--- src/utg_pkg.sv ---
package utg_pkg;

    // Byte classes of UTF-8 text
    localparam logic [7:0] ASCII_LIMIT  = 8'h80;
    localparam logic [7:0] CONT_LO      = 8'h80;
    localparam logic [7:0] CONT_HI      = 8'hBF;
    localparam logic [7:0] LEAD_ACCENT  = 8'hC3;
    localparam logic [7:0] LEAD2_LO     = 8'hC2;
    localparam logic [7:0] LEAD2_HI     = 8'hDF;
    localparam logic [7:0] LEAD3_LO     = 8'hE0;
    localparam logic [7:0] LEAD3_HI     = 8'hEF;
    localparam logic [7:0] LEAD4_LO     = 8'hF0;
    localparam logic [7:0] LEAD4_HI     = 8'hF4;

    // Continuation bytes to skip after each lead class
    localparam logic [1:0] SKIP_LEAD2   = 2'd1;
    localparam logic [1:0] SKIP_LEAD3   = 2'd2;
    localparam logic [1:0] SKIP_LEAD4   = 2'd3;

    localparam logic [7:0] GLYPH_NONE   = 8'd0;

    typedef enum logic [1:0] {
        MODE_IDLE  = 2'd0,
        MODE_AFTER = 2'd1,
        MODE_SKIP  = 2'd2
    } t_mode;

    typedef struct packed {
        t_mode      mode;
        logic [1:0] skip;
    } t_dec_state;

    typedef struct packed {
        t_dec_state state;
        logic [7:0] glyph;
    } t_dec_result;

    localparam t_dec_state DEC_STATE_IDLE = '{mode: MODE_IDLE, skip: 2'd0};

    // Code-page value for the second byte of a 0xC3 pair (low six bits)
    function automatic logic [7:0] accent_glyph(input logic [5:0] idx);
        logic [7:0] g;
        unique case (idx)
            6'd0, 6'd32:  g = 8'd133;
            6'd2, 6'd34:  g = 8'd131;
            6'd4:         g = 8'd142;
            6'd36:        g = 8'd132;
            6'd7, 6'd39:  g = 8'd135;
            6'd8, 6'd40:  g = 8'd138;
            6'd9, 6'd41:  g = 8'd130;
            6'd10, 6'd42: g = 8'd136;
            6'd11, 6'd43: g = 8'd137;
            6'd15, 6'd47: g = 8'd139;
            6'd20, 6'd52: g = 8'd147;
            6'd22:        g = 8'd153;
            6'd54:        g = 8'd148;
            6'd25, 6'd57: g = 8'd151;
            6'd27, 6'd59: g = 8'd150;
            6'd28:        g = 8'd154;
            6'd60:        g = 8'd129;
            6'd31:        g = 8'd225;
            default:      g = GLYPH_NONE;
        endcase
        return g;
    endfunction

    function automatic logic is_cont(input logic [7:0] b);
        return (b >= CONT_LO) && (b <= CONT_HI);
    endfunction

    // Handle a byte seen with no sequence pending
    function automatic t_dec_result handle_lead(input logic [7:0] b);
        t_dec_result r;
        r.state = DEC_STATE_IDLE;
        r.glyph = GLYPH_NONE;
        priority if (b < ASCII_LIMIT) begin
            r.glyph = b;
        end else if (b == LEAD_ACCENT) begin
            r.state.mode = MODE_AFTER;
        end else if (b >= LEAD2_LO && b <= LEAD2_HI) begin
            r.state = '{mode: MODE_SKIP, skip: SKIP_LEAD2};
        end else if (b >= LEAD3_LO && b <= LEAD3_HI) begin
            r.state = '{mode: MODE_SKIP, skip: SKIP_LEAD3};
        end else if (b >= LEAD4_LO && b <= LEAD4_HI) begin
            r.state = '{mode: MODE_SKIP, skip: SKIP_LEAD4};
        end else begin
            r.glyph = b;
        end
        return r;
    endfunction

endpackage

--- src/utg_if.sv ---
interface utg_in_if;
    logic       valid;
    logic       ready;
    logic [7:0] text_byte;
    logic       last_of_text;

    modport source (output valid, output text_byte, output last_of_text, input ready);
    modport sink   (input valid, input text_byte, input last_of_text, output ready);
endinterface

interface utg_out_if;
    logic       valid;
    logic       ready;
    logic [7:0] glyph_code;

    modport source (output valid, output glyph_code, input ready);
    modport sink   (input valid, input glyph_code, output ready);
endinterface

--- src/utg_decode.sv ---
module utg_decode (
    input  utg_pkg::t_dec_state i_state,
    input  logic [7:0]          i_byte,
    input  logic                i_last,
    output utg_pkg::t_dec_state o_state,
    output logic [7:0]          o_glyph
);
    import utg_pkg::*;

    t_dec_result lead;

    assign lead = handle_lead(i_byte);

    // Decide the glyph and the next mode for one byte
    always_comb begin
        o_state = DEC_STATE_IDLE;
        o_glyph = GLYPH_NONE;
        priority if (i_state.mode == MODE_AFTER) begin
            if (is_cont(i_byte)) begin
                o_glyph = accent_glyph(i_byte[5:0]);
            end
        end else if (i_state.mode == MODE_SKIP && i_state.skip != 2'd0) begin
            if (is_cont(i_byte)) begin
                o_state.skip = i_state.skip - 2'd1;
                o_state.mode = (o_state.skip == 2'd0) ? MODE_IDLE : MODE_SKIP;
            end else begin
                o_state = lead.state;
                o_glyph = lead.glyph;
            end
        end else begin
            o_state = lead.state;
            o_glyph = lead.glyph;
        end
        // End of string drops any pending sequence
        if (i_last) begin
            o_state = DEC_STATE_IDLE;
        end
    end
endmodule

--- src/utg_out_stage.sv ---
module utg_out_stage (
    input  logic       i_clk,
    input  logic       i_rst_n,
    input  logic       i_load,
    input  logic [7:0] i_glyph,
    output logic       o_free,
    utg_out_if.source  o_glyph
);
    import utg_pkg::*;

    logic       r_valid;
    logic [7:0] r_glyph;

    assign o_free           = !r_valid || o_glyph.ready;
    assign o_glyph.valid    = r_valid;
    assign o_glyph.glyph_code = r_glyph;

    // Load a fresh result, drop empty ones, clear once taken
    always_ff @(posedge i_clk) begin
        if (!i_rst_n) begin
            r_valid <= 1'b0;
        end else if (i_load) begin
            r_valid <= (i_glyph != GLYPH_NONE);
        end else if (o_glyph.ready) begin
            r_valid <= 1'b0;
        end
    end

    always_ff @(posedge i_clk) begin
        if (i_load) begin
            r_glyph <= i_glyph;
        end
    end
endmodule

--- src/utf8_to_legacy_glyph_map_core.sv ---
// UTF-8 text to legacy code-page glyph codes.
//
// i_text (sink): one byte of UTF-8 text per item, with last_of_text marking
// the final byte of a string. o_glyph (source): one glyph code per item,
// never zero. Both channels move an item when valid and ready are high.
// Each input byte yields zero or one glyph; bytes that give nothing (leads,
// continuation bytes in a sequence, NUL, unmapped accent pairs) yield none.
//
// Each byte is held in the input register until the output stage is free;
// its glyph is then registered in the output register. Throughput is one
// byte per cycle while the output stage is free, set by the single input
// register feeding the decode logic and the output register; the mode
// state updates as each byte moves on.
// While a result waits on o_glyph, one further byte is taken into the input
// register; further bytes wait until the receiver takes the result.
// Reset (synchronous, active low) empties both registers and returns the
// decoder to idle mode.
module utf8_to_legacy_glyph_map_core (
    input  logic      i_clk,
    input  logic      i_rst_n,
    utg_in_if.sink    i_text,
    utg_out_if.source o_glyph
);
    import utg_pkg::*;

    logic       r_s1_valid;
    logic [7:0] r_s1_byte;
    logic       r_s1_last;
    t_dec_state r_state;
    t_dec_state n_state;
    logic [7:0] dec_glyph;
    logic       out_free;
    logic       s1_adv;

    assign s1_adv       = r_s1_valid && out_free;
    assign i_text.ready = !r_s1_valid || s1_adv;

    // Hold the accepted byte until the output stage can take its result
    always_ff @(posedge i_clk) begin
        if (!i_rst_n) begin
            r_s1_valid <= 1'b0;
        end else if (i_text.ready) begin
            r_s1_valid <= i_text.valid;
        end
    end

    always_ff @(posedge i_clk) begin
        if (i_text.ready && i_text.valid) begin
            r_s1_byte <= i_text.text_byte;
            r_s1_last <= i_text.last_of_text;
        end
    end

    utg_decode u_decode (
        .i_state (r_state),
        .i_byte  (r_s1_byte),
        .i_last  (r_s1_last),
        .o_state (n_state),
        .o_glyph (dec_glyph)
    );

    // Advance the decoder mode as each byte is handed on
    always_ff @(posedge i_clk) begin
        if (!i_rst_n) begin
            r_state <= DEC_STATE_IDLE;
        end else if (s1_adv) begin
            r_state <= n_state;
        end
    end

    utg_out_stage u_out (
        .i_clk   (i_clk),
        .i_rst_n (i_rst_n),
        .i_load  (s1_adv),
        .i_glyph (dec_glyph),
        .o_free  (out_free),
        .o_glyph (o_glyph)
    );

    a_skip_nonzero: assert property (@(posedge i_clk) disable iff (!i_rst_n)
        (r_state.mode == MODE_SKIP) |-> (r_state.skip != 2'd0))
        else $error("skip mode with nothing left to skip");

    a_skip_clear: assert property (@(posedge i_clk) disable iff (!i_rst_n)
        (r_state.mode != MODE_SKIP) |-> (r_state.skip == 2'd0))
        else $error("skip count left over outside skip mode");

    a_out_nonzero: assert property (@(posedge i_clk) disable iff (!i_rst_n)
        o_glyph.valid |-> (o_glyph.glyph_code != GLYPH_NONE))
        else $error("zero glyph offered");

    a_no_overrun: assert property (@(posedge i_clk) disable iff (!i_rst_n)
        (r_s1_valid && !out_free) |-> !i_text.ready)
        else $error("input taken while held byte is stalled");

    a_last_idle: assert property (@(posedge i_clk) disable iff (!i_rst_n)
        (s1_adv && r_s1_last) |=> (r_state == DEC_STATE_IDLE))
        else $error("state pending after end of string");
endmodule
--- src/flat_wrapper.sv ---
// flat-port wrapper written by rule: the top's interface ports become plain ports
module utf8_to_legacy_glyph_map_core_flat import utg_pkg::*;
  (i_clk, i_rst_n, i_text_valid, i_text_text_byte, i_text_last_of_text, i_text_ready, o_glyph_valid, o_glyph_glyph_code, o_glyph_ready);
  utg_in_if i_text_i ();
  utg_out_if o_glyph_i ();
  input  logic i_clk;
  input  logic i_rst_n;
  input wire logic [$bits(i_text_i.valid)-1:0] i_text_valid;
  input wire logic [$bits(i_text_i.text_byte)-1:0] i_text_text_byte;
  input wire logic [$bits(i_text_i.last_of_text)-1:0] i_text_last_of_text;
  output wire logic [$bits(i_text_i.ready)-1:0] i_text_ready;
  output wire logic [$bits(o_glyph_i.valid)-1:0] o_glyph_valid;
  output wire logic [$bits(o_glyph_i.glyph_code)-1:0] o_glyph_glyph_code;
  input wire logic [$bits(o_glyph_i.ready)-1:0] o_glyph_ready;
  assign i_text_i.valid = i_text_valid;
  assign i_text_i.text_byte = i_text_text_byte;
  assign i_text_i.last_of_text = i_text_last_of_text;
  assign i_text_ready = i_text_i.ready;
  assign o_glyph_valid = o_glyph_i.valid;
  assign o_glyph_glyph_code = o_glyph_i.glyph_code;
  assign o_glyph_i.ready = o_glyph_ready;
  utf8_to_legacy_glyph_map_core u_core (.i_clk(i_clk), .i_rst_n(i_rst_n), .i_text(i_text_i), .o_glyph(o_glyph_i));
endmodule
--- config.mk ---
export PLATFORM = sky130hd
export DESIGN_NAME = utf8_to_legacy_glyph_map_core_flat
export DESIGN_NICKNAME = d
export VERILOG_FILES = /design/src/utg_pkg.sv /design/src/utg_if.sv /design/src/utg_decode.sv /design/src/utg_out_stage.sv /design/src/utf8_to_legacy_glyph_map_core.sv /design/src/flat_wrapper.sv
export SDC_FILE = /design/constraint.sdc
export NUM_CORES = 1
export LEC_CHECK = 0
export BUFFER_PORTS_ARGS = -buffer_cell sky130_fd_sc_hd__buf_2
export CAP_MARGIN = 10
export CORE_MARGIN = 2
export CORE_UTILIZATION = 60
export DETAILED_ROUTE_END_ITERATION = 12
export PLACE_DENSITY = 0.83
export SYNTH_ARGS = -nofsm -noshare
export SYNTH_HDL_FRONTEND = slang
export SYNTH_HIERARCHICAL = 1
export SYNTH_SLANG_ARGS = --single-unit
--- constraint.sdc ---
create_clock -name i_clk -period 7.3 [get_ports i_clk]
set_clock_uncertainty 0.2 [all_clocks]
set_input_delay 1.46 -clock i_clk [delete_from_list [all_inputs] [get_ports i_clk]]
set_output_delay 1.46 -clock i_clk [all_outputs]
set_load 0.03 [all_outputs]
# Word level (Yosys, flattened, before mapping)
# Memories as Yosys holds them, arrays and structs flattened. A register that Yosys moved wholly into a read port is not among the register bits.
# Index checks and enable logic that the tools add are counted.
# totals
reg_bits	23
mem_bits_ro	512
inputBits	13
out_inout_bits	10
word_cells	58
mem_count	1
# mem_list
name	depth	width	read_ports	rd_clocked_by_memory_dff	wr	line_no	text
(no name shown)	64	8	1	1	0	utg_pkg.sv:43	unique case (idx)
# classes
addsub	1
n_lt_le_gt_ge	9
eq_ne	3
n_mux	22
reduce_logical	15
# op_table
operator	n
$mux W8	8
$ge A8 B8 Y1 const B	4
$le A8 B8 Y1 const B	4
$mux W4	8
$mux W10	1
$eq A8 B8 Y1 const B	1
$lt A8 B8 Y1 const B	1
$reduce_bool A8 Y1	1
$logic_and A1 B1 Y1	7
$mux W6	1
$mux W2	2
$reduce_bool A2 Y1	2
$eq A2 B1 Y1 const B	1
$eq A2 B2 Y1 const B	1
$logic_not A1 Y1	2
$logic_not A2 Y1	1
$logic_or A1 B1 Y1	2
$mux W1	2
$sub A2 B1 Y2 const B	1

# Logic depth before layout (Yosys ltp)
# Gate-level depths: netlist (run 1).
# logic_depth
depth_word	12
depth_mapped	9
mapped_depth_nobuf	9

# By module
# Netlist (run 1), hierarchy kept.
# by_module_without_submodules
mod	instances	cells_per_inst	area_per_inst_um2	seq_area_each_um2
utg_decode	1	111	773.2	0.0
utf8_to_legacy_glyph_map_core	1	32	467.9	370.4
utg_out_stage	1	15	309.0	260.2

# Least setup slack after synthesis (run 1)
# OpenSTA, ideal clock, no wires.
# synth_timing
kind	input to output
start	input o_glyph_ready
end	output i_text_ready
arrival_ns	1.987
t_required_ns	5.640
slack_ns	3.653
cell_stages	2
path_buffers	0
path_cell_list	nand2b_1 nand2b_1
# synth_between
elab_chain_len	3
# synth_lines
element	line_no	text
from (decl)	flat_wrapper.sv:14	input wire logic [$bits(o_glyph_i.ready)-1:0] o_glyph_ready;
$logic_or A1 B1 Y1	utg_out_stage.sv:14	assign o_free = !r_valid || o_glyph.ready;
$logic_and A1 B1 Y1	utf8_to_legacy_glyph_map_core.sv:35	assign s1_adv = r_s1_valid && out_free;
$logic_or A1 B1 Y1	utf8_to_legacy_glyph_map_core.sv:36	assign i_text.ready = !r_s1_valid || s1_adv;
to (decl)	flat_wrapper.sv:11	output wire logic [$bits(i_text_i.ready)-1:0] i_text_ready;
# Every way passes these cells.

# Worst setup path in the final report (run 1)
# layout_timing
start	input o_glyph_ready
end	output i_text_ready
# layout_between
elab_chain_len	3
# layout_lines
element	line_no	text
$logic_or A1 B1 Y1	utg_out_stage.sv:14	
named net u_core.out_free	utf8_to_legacy_glyph_map_core.sv:32	logic out_free;
$logic_and A1 B1 Y1	utf8_to_legacy_glyph_map_core.sv:35	
$logic_or A1 B1 Y1	utf8_to_legacy_glyph_map_core.sv:36	
# The timed path passes the listed nets, and every way through them passes these cells.

==> summary.txt, run 1 <==
CTS
  – Clk buf depth: 2
  – Clk_lat worst skew: 0.30 ns
  – CTS tree: yes
  – Reg clk slew, reported paths: approximately 0.10 ns
  – Clk root buf: clkbuf_4
  – Clock sinks: 23
  – Num CTS Buffers: 3
  – Resized Gates After CTS: 0
  – Cts-stage hold buffer count: 0
  – H-tree depth: 1
  – # Post-CTS Setup Buffers: 0

Job
  – Max-cap violation count: 0

Timing
  – Slew Limit Headroom: 0.571
  – Hold_ws: around 0.27 ns
  – Fin crit share: 0.531
  – Min Tclk post-route: a little under 4 ns
  – Max frequency: 258 MHz
  – Setup_tns: 0 ns
  – Final Hold Fails: 0
  – RSZ-0062 raised after global routing: false
  – Fin. max-slew vios: 0
  – Final Worst Setup Slack: between 3 and 4 ns
  – Final setup viols: 0
  – Worst Tran Pin Value: around 0.64 ns

Logic synthesis
  – Largest family of logic cells by synthesized area: simple AND/OR/NAND/NOR gates
  – Sequential share of the synthesized area: 0.407
  – Register bit total from synthesis: 23
  – Post-synth EDFFs: 17
  – Synthesized area: about 1600 um^2
  – Most frequent cell after synthesis: edfxtp_1
  – Most frequent cells after synthesis: edfxtp_1 (17), nand2_1 (11), inv_1 (9)
  – Largest area contributor in the netlist: edfxtp_1
  – Ys Warns: 6
  – Syn Inst Count: ~160
  – Mux share of post-synthesis cell area: 0.00646
  – Xor and xnor area share after synthesis: 0
  – Async S/R FF share, synth: 0
  – Synthesized area per cell: roughly 9.8 um^2
  – Mapped Nets: approximately 180
  – Netlist cell types: 52
  – Yosys top cell area share: 0.329
  – Main synth FF type: edfxtp_1
  – Post-synthesis adder-cell area fraction: 0.0484
  – Post-synthesis compound-gate area fraction: 0.224
  – Synth Area in Simple Gates: 0.259
  – Synth area leaders: edfxtp_1 (33%), dfxtp_1 (7.7%), ha_1 (4.8%)

Final layout
  – Post-route insts no fill: ~200
  – Share of cells above drive strength 1: 0.229
  – Area delta synth->final: 7.91%
  – Final Cell Area: about 1700 um^2
  – Antenna cells: 0
  – Final nets: around 200

Critical path
  – Crit path DAT: approximately 2.2 ns
  – CP endpoint kind: output port
  – Startpoint Class: input port
  – FF-to-FF Start: u_core/r_s1_byte[0]
  – Crit Path Max Fanout: 7
  – Required @ worst endpoint: ~5.6 ns
  – Worst Setup SP: o_glyph_ready
  – CP Class: in -> out

Placement
  – DP Area: approximately 1600 um^2
  – Final Wtd Congestion: 0.836
  – Placed cells: between 200 and 250
  – Dpl hpwl: roughly 2.2 mm
  – Port Buffer Count: 22
  – Pre-CTS setup slack: between 3 and 4 ns

Status
  – Status: completed

Die
  – Core area: between 2000 and 2500 um^2
  – FP Rows: 18
  – Die height: 54.8 um
  – Io pins: 23
  – Initial Util: 0.631
  – Die span in x: ~55 um
  – Die area: around 3000 um^2

Route
  – First-pass DRT Iterations: 4
  – Initial DRC count: 52
  – Residual DRC: 0
  – Vias per cell: about 6.4
  – Vias: around 1300
  – Routed WL per cell: between 10 and 15 um
  – DRT Wirelength: ~3 mm
  – Antenna-violating nets left: 0

Worst hold path
  – HP Start: u_core/r_state[1]
  – Worst hold path type: reg -> reg

Global routing
  – Vias in the first global route: ~1200
  – Initial antenna violation count: 0
  – Gr usage total: 0.234
  – First-pass GRT wire length: between 5 and 6 mm
  – Largest net degree at the start of global routing: 22
  – Grt ovf: 0

Power
  – Peak VDD IR: 0.116 mV
  – Pwr/cell area: ~150 nW/um^2
  – Leakage: between 0.0006 and 0.0007 uW
-- worst paths after layout --
kind / slack (ns) / cells after the start / to
min: 0.27 / 2 / u_core/r_state[1]
max reg2reg: 4.54 / 9 / u_core/u_out/o_glyph.valid
min reg2reg: 0.27 / 2 / u_core/r_state[1]
max: 3.43 / 4 / i_text_ready
-- stage by stage --
step | total power [uW] | util
global route | 270 | 0.681
CTS | 258 | 0.681
finish | 257 | 0.681
global placement | 203 | 0.671
detailed placement | 204 | 0.671
floorplan | 193 | -
-- state kept, by name, summed over array words and instances, names as in the netlist --
register                         cells
u_core/r_s1_byte                     8
u_core/u_out/o_glyph.glyph_code      8
u_core/r_state                       4
u_core/r_s1_last                     1
u_core/r_s1_valid                    1
u_core/u_out/o_glyph.valid           1
-- power breakdown --
| part | internal (uW) | leakage [uW] | switching (uW) | total (uW) |
|---|---|---|---|---|
| logic | 18.4 | 0.000378 | 26.5 | 44.9 |
| registers | 148 | 0.000213 | 9.78 | 157 |
| clock network | 21.3 | 0.0000150 | 33.0 | 54.3 |
-- per-layer routing --
layer  track usage  routed length (um)
met3        0.0628                 242
met4        0.0833                  55
met5             0                   0
met1         0.306                1290
met2         0.371                1460
-- kinds of logic (layout without fill, tap and decap cells) --
kind of cell    Yosys count  count (layout)
fa+ha+maj                 6               6
buf+inv                  18              35
mux                       1               1
compound gates           47              47
simple gates             63              63
flops                    23              23
-- final cells by class --
cell class / instances / area, um^2
tap: 30 / 37.5
clock buffer: 4 / 26.3
sequential: 23 / 631
multi-input combinational: 117 / 835
timing repair buffer: 22 / 110
inverter: 9 / 33.8
fill: 200 / 782
-- critical path, cell delays in order --
cell      delay, ns
buf_2          0.09
nand2b_1       0.25
nand2b_1       0.23
buf_2          0.19
-- placed cells by master, fill, tap and decap left out, drive strengths merged, types with 2 or more instances in the layout --
| master | Yosys | layout |
|---|---|---|
| inv | 9 | 9 |
| nand4bb | 2 | 2 |
| nor4 | 6 | 6 |
| a21oi | 9 | 9 |
| ha | 6 | 6 |
| nand3b | 3 | 3 |
| a21boi | 2 | 2 |
| nor2 | 8 | 8 |
| or3 | 2 | 2 |
| a211oi | 2 | 2 |
| nand3 | 4 | 4 |
| o21a | 2 | 2 |
| clkbuf | 1 | 4 |
| edfxtp | 17 | 17 |
| dfxtp | 6 | 6 |
| and2 | 4 | 4 |
| nand4 | 4 | 4 |
| nand2b | 7 | 7 |
| a31oi | 4 | 4 |
| nand2 | 11 | 11 |
| nor2b | 7 | 7 |
| buf | 8 | 22 |
| o21ai | 12 | 12 |
| a31o | 4 | 4 |
(Power assumes the default switching activity.)
==> run 2: changes to the inputs <==
--- a/config.mk
+++ b/config.mk
@@ -8,9 +8,9 @@
 export BUFFER_PORTS_ARGS = -buffer_cell sky130_fd_sc_hd__buf_2
 export CAP_MARGIN = 10
 export CORE_MARGIN = 2
-export CORE_UTILIZATION = 60
+export CORE_UTILIZATION = 55
 export DETAILED_ROUTE_END_ITERATION = 12
-export PLACE_DENSITY = 0.83
+export PLACE_DENSITY = 0.77
 export SYNTH_ARGS = -nofsm -noshare
 export SYNTH_HDL_FRONTEND = slang
 export SYNTH_HIERARCHICAL = 1
==> constraint.sdc (replaced) <==
create_clock -name i_clk -period 3.8 [get_ports i_clk]
set_clock_uncertainty 0.2 [all_clocks]
set_input_delay 0.76 -clock i_clk [delete_from_list [all_inputs] [get_ports i_clk]]
set_output_delay 0.76 -clock i_clk [all_outputs]
set_load 0.03 [all_outputs]
==> summary.txt, run 2 (synthesis results as in run 1) <==
Status
  – Status: completed

Final layout
  – Share of cells above drive strength 1: 0.229 (unchanged)
  – Area delta synth->final: 7.99% (about the same)
  – Final Cell Area: 1670 um^2 (about the same)
  – Final nets: 195 (unchanged)
  – Area of the multi-input gates: 835 um^2 (unchanged)
  – FF+latch area: 631 um^2 (unchanged)
  – Commonest non-fill, non-tap cell in the layout: buf_2
  – Most frequent cells in the layout: buf_2 (22), edfxtp_1 (17), nand2_1 (11)
  – Antenna cells: 0 (unchanged)
  – Fill cells: 228 (+14%)

Power
  – Peak VDD IR: 0.287 mV (+150%)
  – Sw Share: 0.274 (+0.00426)
  – Internal cell power: 360 uW (+92%)
  – Total Power: 496 uW (+93%)
  – Sequential share of power: 0.610 (-0.003)
  – Combinational fraction of design power: 0.175 (about the same)
  – Leakage: 0.000605 uW (unchanged)
  – Pwr/cell area: 296 nW/um^2 (+93%)
  – Net Switching: 136 uW (+96%)
  – Clock share of power: 0.216 (+0.004)

Global routing
  – Met3 usage: 0.0590 (-0.00388)
  – M2 GR Usage: 0.345 (-0.0262)
  – GRT busiest layer: met2
  – Initial antenna violation count: 0 (unchanged)
  – Vias in the first global route: 1206 (+3.5%)
  – Met1 Track Usage GR: 0.265 (-0.0406)
  – Grt ovf: 0 (unchanged)
  – First-pass GRT wire length: 5.38 mm (+6.6%)
  – Gr usage total: 0.211 (-0.0239)
  – Largest net degree at the start of global routing: 22 (unchanged)

Timing
  – Slew Limit Headroom: 0.557 (-0.0141)
  – RSZ-0062 raised after global routing: false
  – Worst Tran Pin Value: 0.665 ns (+0.0211 ns)
  – Final Hold Fails: 0 (unchanged)
  – Max frequency: 367 MHz
  – Fin. max-slew vios: 0 (unchanged)
  – Final setup viols: 0 (unchanged)
  – Min Tclk post-route: 2.72 ns
  – Setup_tns: 0 ns (unchanged)
  – Fin crit share: 0.716

Critical path
  – Slowest stage cell, crit path: edfxtp_1
  – Worst-case reg-to-reg path depth: 9 (unchanged)
  – Crit Path Max Fanout: 10 (+3)
  – CP peak stage delay: 0.56 ns (+0.31 ns)
  – CP Class: reg -> reg
  – FF-to-FF End: u_core/u_out/o_glyph.valid
  – Worst Setup SP: u_core/r_s1_byte[0]
  – Worst-path cell chain: inv_1 -> ha_1 -> nor2_1 -> a31oi_2 -> a21oi_2 -> a221o_1 -> nor4_2 -> nand3_1 -> and3_1
  – Crit path DAT: 2.73 ns (+0.52 ns)
  – FF-to-FF Start: u_core/r_s1_byte[0]
  – Required @ worst endpoint: 3.81 ns (-1.83 ns)
  – Startpoint Class: register
  – CP endpoint kind: register
  – R2R Setup Slk: 1.08 ns (-3.46 ns)
  – Worst Setup EP: u_core/u_out/o_glyph.valid

CTS
  – CTS tree: yes
  – Resized Gates After CTS: 0 (unchanged)
  – Num CTS Buffers: 3 (unchanged)
  – Clk buf depth: 2 (unchanged)
  – Clock sinks: 23 (unchanged)
  – Cts-stage hold buffer count: 0 (unchanged)
  – Clk_lat worst skew: 0.30 ns (about the same)
  – H-tree depth: 1 (unchanged)
  – # Post-CTS Setup Buffers: 0 (unchanged)
  – Reg clk slew, reported paths: 0.11 ns (about the same)
  – Clk root buf: clkbuf_4

Route
  – Routed WL per cell: 15.8 um (+6.1%)
  – Initial DRC count: 68 (+31%)
  – DRT Wirelength: 3.25 mm (+6.6%)
  – Vias per cell: 6.28 (-1.2%)
  – Antenna-violating nets left: 0 (unchanged)
  – Residual DRC: 0 (unchanged)
  – Vias: 1293 (-0.69%)
  – First-pass DRT Iterations: 4 (unchanged)

Job
  – Max-cap violation count: 0 (unchanged)

Die
  – Die area: 3260 um^2 (+8.4%)
  – Die span in x: 57.1 um (+4.1%)
  – Initial Util: 0.572 (-0.0595)
  – Die height: 57.1 um (+4.1%)
  – FP Rows: 19 (+1)
  – Core area: 2710 um^2 (+10%)
  – Io pins: 23 (unchanged)

Placement
  – Final Wtd Congestion: 0.906 (+8.4%)
  – Port Buffer Count: 22 (unchanged)
  – DP Area: 1650 um^2 (about the same)
  – Dpl hpwl: 2.41 mm (+7.4%)

Worst hold path
  – Worst hold path type: reg -> reg
run 2: cell counts in the layout (fill, tap and decap cells not counted):
No cell type changed its count.
run 2: metrics by stage:
step | util | hold WS [ns] | std cells | setup WS [ns]
2_1_floorplan | - | 0.228 | 158 | 1.39
3_3_place_gp | 0.608 | 0.240 | 202 | 1.19
3_5_place_dp | 0.608 | 0.252 | 202 | 1.11
4_1_cts | 0.618 | 0.269 | 206 | 1.10
5_1_grt | 0.618 | 0.295 | 206 | 0.857
6_report | 0.618 | 0.265 | 206 | 1.08
run 2: worst min path at each step:
stage / from / end / slack [ns] / depth (start not counted)
after CTS: u_core/r_state[1] / u_core/r_state[1] / 0.27 / 2
after global placement: u_core/r_state[1] / u_core/r_state[1] / 0.24 / 2
after floorplan: u_core/r_state[1] / u_core/r_state[1] / 0.23 / 2
final: u_core/r_state[1] / u_core/r_state[1] / 0.27 / 2
after global routing: u_core/r_state[1] / u_core/r_state[1] / 0.29 / 2
after detailed placement: u_core/r_state[1] / u_core/r_state[1] / 0.25 / 2
run 2: worst max-delay path: cells and delay by family, from the launching register on:
family	cells	cell delay, ns
AOI/OAI and AO/OA	3	0.78
buffers and inverters	1	0.19
and+or+nand+nor	4	0.65
adders and majority gates	1	0.26
DFF	1	0.56
run 2: cell type report:
| class | instances | share of cell area |
|---|---|---|
| repair buffers | 22 | 0.0658 |
| clock buffers | 4 | 0.0157 |
| well taps | 31 | 0.0232 |
| inverters | 9 | 0.0202 |
| multi-input cells | 117 | 0.499 |
| flip-flops and latches | 23 | 0.377 |
run 2: power by group through the flow:
stage / Combinational (uW) / Sequential, uW / Clock, uW
2_1_floorplan: 63.6 / 307 / 0
3_3_place_gp: 83.6 / 307 / 0
3_5_place_dp: 85.3 / 308 / 0
4_1_cts: 85.9 / 302 / 112
5_1_grt: 94.3 / 305 / 121
6_report: 86.6 / 302 / 107
run 2: layer usage:
layer / up-vias / routed length (um)
li1: 627 / -
met1: 566 / 1340
met2: 90 / 1520
met3: 10 / 308
met4: 0 / 82
met5: - / 0
==> run 3: changes to the inputs <==
--- a/config.mk
+++ b/config.mk
@@ -5,12 +5,13 @@
 export SDC_FILE = /design/constraint.sdc
 export NUM_CORES = 1
 export LEC_CHECK = 0
+export ABC_AREA = 1
 export BUFFER_PORTS_ARGS = -buffer_cell sky130_fd_sc_hd__buf_2
 export CAP_MARGIN = 10
 export CORE_MARGIN = 2
-export CORE_UTILIZATION = 55
+export CORE_UTILIZATION = 50
 export DETAILED_ROUTE_END_ITERATION = 12
-export PLACE_DENSITY = 0.77
+export PLACE_DENSITY = 0.74
 export SYNTH_ARGS = -nofsm -noshare
 export SYNTH_HDL_FRONTEND = slang
 export SYNTH_HIERARCHICAL = 1
==> constraint.sdc (replaced) <==
create_clock -name i_clk -period 2.3 [get_ports i_clk]
set_clock_uncertainty 0.2 [all_clocks]
set_input_delay 0.46 -clock i_clk [delete_from_list [all_inputs] [get_ports i_clk]]
set_output_delay 0.46 -clock i_clk [all_outputs]
set_load 0.03 [all_outputs]
==> summary.txt, run 3 <==
Die
  – FP Rows: 20 (+1)
  – Die height: 60.5 um (+6.0%)
  – Io pins: 23 (unchanged)
  – Initial Util: 0.523 (-0.0487)
  – Die span in x: 60.5 um (+6.0%)
  – Die area: 3660 um^2 (+12%)
  – Core area: 3050 um^2 (+13%)

Logic synthesis
  – Register bit total from synthesis: 23 (unchanged)
  – Netlist cell types: 30 (-42%)
  – Sequential share of the synthesized area: 0.395 (-0.0121)
  – Synth area leaders: edfxtp_1 (32%), nand2_1 (13%), dfxtp_1 (7.5%)
  – Synthesized area: 1600 um^2 (+3.1%)
  – Syn Inst Count: 213 (+35%)
  – Main synth FF type: edfxtp_1
  – Synthesized area per cell: 7.50 um^2 (-24%)
  – Async S/R FF share, synth: 0 (unchanged)
  – Ys Warns: 6 (unchanged)
  – Post-synth EDFFs: 17 (unchanged)
  – Yosys top cell area share: 0.319 (-0.00980)
  – Most frequent cell after synthesis: nand2_1
  – Mapped Nets: 232 (+31%)
  – Largest area contributor in the netlist: edfxtp_1
  – Most frequent cells after synthesis: nand2_1 (54), nor2_1 (30), inv_1 (25)

Global routing
  – Gr usage total: 0.207 (-0.00344)
  – M2 GR Usage: 0.359 (+0.0139)
  – First-pass GRT wire length: 5.71 mm (+6.3%)
  – Initial antenna violation count: 0 (unchanged)
  – Met1 Track Usage GR: 0.268 (+0.00324)
  – GRT busiest layer: met2
  – Vias in the first global route: 1381 (+15%)
  – Met3 usage: 0.0213 (-0.0376)
  – Largest net degree at the start of global routing: 14 (-36%)
  – Grt ovf: 0 (unchanged)

Critical path
  – FF-to-FF Start: u_core/r_s1_byte[0]
  – CP endpoint kind: register
  – CP Class: reg -> reg
  – Worst Setup SP: u_core/r_s1_byte[0]
  – Worst Setup EP: u_core/u_out/o_glyph.valid
  – Startpoint Class: register
  – Crit Path Max Fanout: 6 (-4)
  – Crit path DAT: 2.12 ns (-0.61 ns)
  – Required @ worst endpoint: 2.33 ns (-1.48 ns)
  – FF-to-FF End: u_core/u_out/o_glyph.valid
  – R2R Setup Slk: 0.21 ns (-0.86 ns)
  – Worst-case reg-to-reg path depth: 13 (+4)

CTS
  – H-tree depth: 1 (unchanged)
  – Clk_lat worst skew: 0.32 ns (+0.02 ns)
  – Num CTS Buffers: 3 (unchanged)
  – Reg clk slew, reported paths: 0.13 ns (+0.02 ns)
  – Clk buf depth: 2 (unchanged)
  – Clk root buf: clkbuf_4
  – Clock sinks: 23 (unchanged)
  – Cts-stage hold buffer count: 0 (unchanged)
  – CTS tree: yes

Worst hold path
  – Worst hold path type: in -> reg

Final layout
  – Commonest non-fill, non-tap cell in the layout: nand2_1
  – Antenna cells: 0 (unchanged)
  – Fill cells: 302 (+32%)
  – Final nets: 262 (+34%)
  – Most frequent cells in the layout: nand2_1 (54), nor2_1 (30), inv_1 (24)
  – Final Cell Area: 1810 um^2 (+8.1%)
  – Share of cells above drive strength 1: 0.223 (-0.00543)
  – Area delta synth->final: 13.3%

Timing
  – Fin crit share: 0.907 (+0.191)
  – Final Hold Fails: 0 (unchanged)
  – Fin. max-slew vios: 0 (unchanged)
  – Worst Tran Pin Value: 0.371 ns (-0.294 ns)
  – Slew Limit Headroom: 0.753 (+0.196)
  – Final setup viols: 0 (unchanged)
  – Max frequency: 479 MHz (+30%)
  – RSZ-0062 raised after global routing: false
  – Setup_tns: 0 ns (unchanged)
  – Min Tclk post-route: 2.09 ns (-0.636 ns)

Placement
  – Port Buffer Count: 22 (unchanged)
  – Dpl hpwl: 2.63 mm (+9.5%)
  – Final Wtd Congestion: 0.873 (-3.6%)
  – DP Area: 1770 um^2 (+7.1%)

Power
  – Total Power: 901 uW (+82%)
  – Leakage: 0.000840 uW (+39%)
  – Pwr/cell area: 498 nW/um^2 (+68%)
  – Peak VDD IR: 0.317 mV (+10%)

Route
  – First-pass DRT Iterations: 4 (unchanged)
  – Antenna-violating nets left: 0 (unchanged)
  – Vias per cell: 5.16 (-18%)
  – Routed WL per cell: 11.8 um (-25%)
  – Residual DRC: 0 (unchanged)
  – DRT Wirelength: 3.36 mm (+3.4%)
  – Initial DRC count: 65 (-4.4%)
  – Vias: 1475 (+14%)

Status
  – Status: completed

Job
  – Max-cap violation count: 0 (unchanged)
-- run 3: cell count changes after synthesis, moves of 4 or more --
| cell | before | now |
|---|---|---|
| nand2b_1 | 7 | 0 |
| o211ai_1 | 0 | 4 |
| nor2_4 | 0 | 4 |
| nor2_1 | 8 | 30 |
| inv_1 | 9 | 25 |
| buf_2 | 7 | 1 |
| o21ai_0 | 5 | 9 |
| nand3_1 | 4 | 10 |
| nand2_1 | 11 | 54 |
| nor2b_1 | 6 | 0 |
-- run 3: metal layers --
metal	vias up	wire (um)	share of wire
met3	7	233	0.069
met1	655	1490	0.44
li1	759	-	-
met5	-	0	0
met4	0	50	0.015
met2	54	1590	0.47
-- run 3: cells by family (layout without fill, tap and decap cells) --
| group | after synthesis | count (layout) | synth area share |
|---|---|---|---|
| flip-flops | 23 | 23 | 0.395 |
| buffers and inverters | 33 | 62 | 0.0940 |
| AND/OR/NAND/NOR | 116 | 116 | 0.337 |
| adder cells (fa/ha/maj) | 6 | 6 | 0.0470 |
| AO/OA/AOI/OAI | 35 | 35 | 0.128 |
-- run 3: power by group --
part	switching (uW)	internal, uW	leakage [uW]
clock	128	65.1	0.0000177
combinational	138	74.6	0.000609
sequential	20.1	475	0.000213
-- run 3: what timing repair did --
| action | 4_1_cts | 5_1_grt |
|---|---|---|
| setup endpoints to repair | 0 | 1 |
| endpoints found under the hold margin | 0 | 0 |
| setup buffers | 0 | 2 |
| resized for setup | 0 | 2 |
-- run 3: metrics by stage --
step,util,hold slack [ns],cells,setup WS [ns]
6_report,0.593,0.104,286,0.214
3_3_place_gp,0.578,0.301,280,0.242
2_1_floorplan,-,0.289,213,0.420
5_1_grt,0.593,0.0926,286,0.0165
3_5_place_dp,0.578,0.302,280,0.180
4_1_cts,0.587,0.0972,284,0.171
-- run 3: worst min-delay path by stage --
stage | from | to | slack, ns | depth (start not counted)
final | i_text_last_of_text | u_core/r_s1_last | 0.10 | 1
after global routing | i_text_text_byte[7] | u_core/r_s1_byte[7] | 0.09 | 1
after CTS | i_text_text_byte[6] | u_core/r_s1_byte[6] | 0.1 | 1
after detailed placement | u_core/r_state[1] | u_core/r_state[1] | 0.30 | 4
after global placement | u_core/r_state[1] | u_core/r_state[1] | 0.30 | 4
after floorplan | u_core/r_state[1] | u_core/r_state[1] | 0.29 | 4
-- run 3: worst max-delay path, stage by stage, from the launching register on --
cell	delay, ns
edfxtp_1	0.48
inv_2	0.14
ha_1	0.21
inv_1	0.07
nor2_1	0.10
nor2_1	0.05
nor2_1	0.17
nor2_4	0.06
nand2_2	0.08
o21ai_1	0.08
nor2_1	0.14
nand3_1	0.09
nor2_1	0.09
nor2_1	0.04
-- run 3: layout make-up --
| type | count | area (um^2) | area share |
|---|---|---|---|
| multi-input combinational | 157 | 820 | 0.453 |
| sequential | 23 | 631 | 0.348 |
| timing repair buffer | 30 | 170 | 0.0940 |
| inverter | 28 | 108 | 0.0594 |
| tap | 44 | 55.1 | 0.0304 |
| clock buffer | 3 | 22.5 | 0.0124 |
| clock inverter | 1 | 5.00 | 0.00276 |
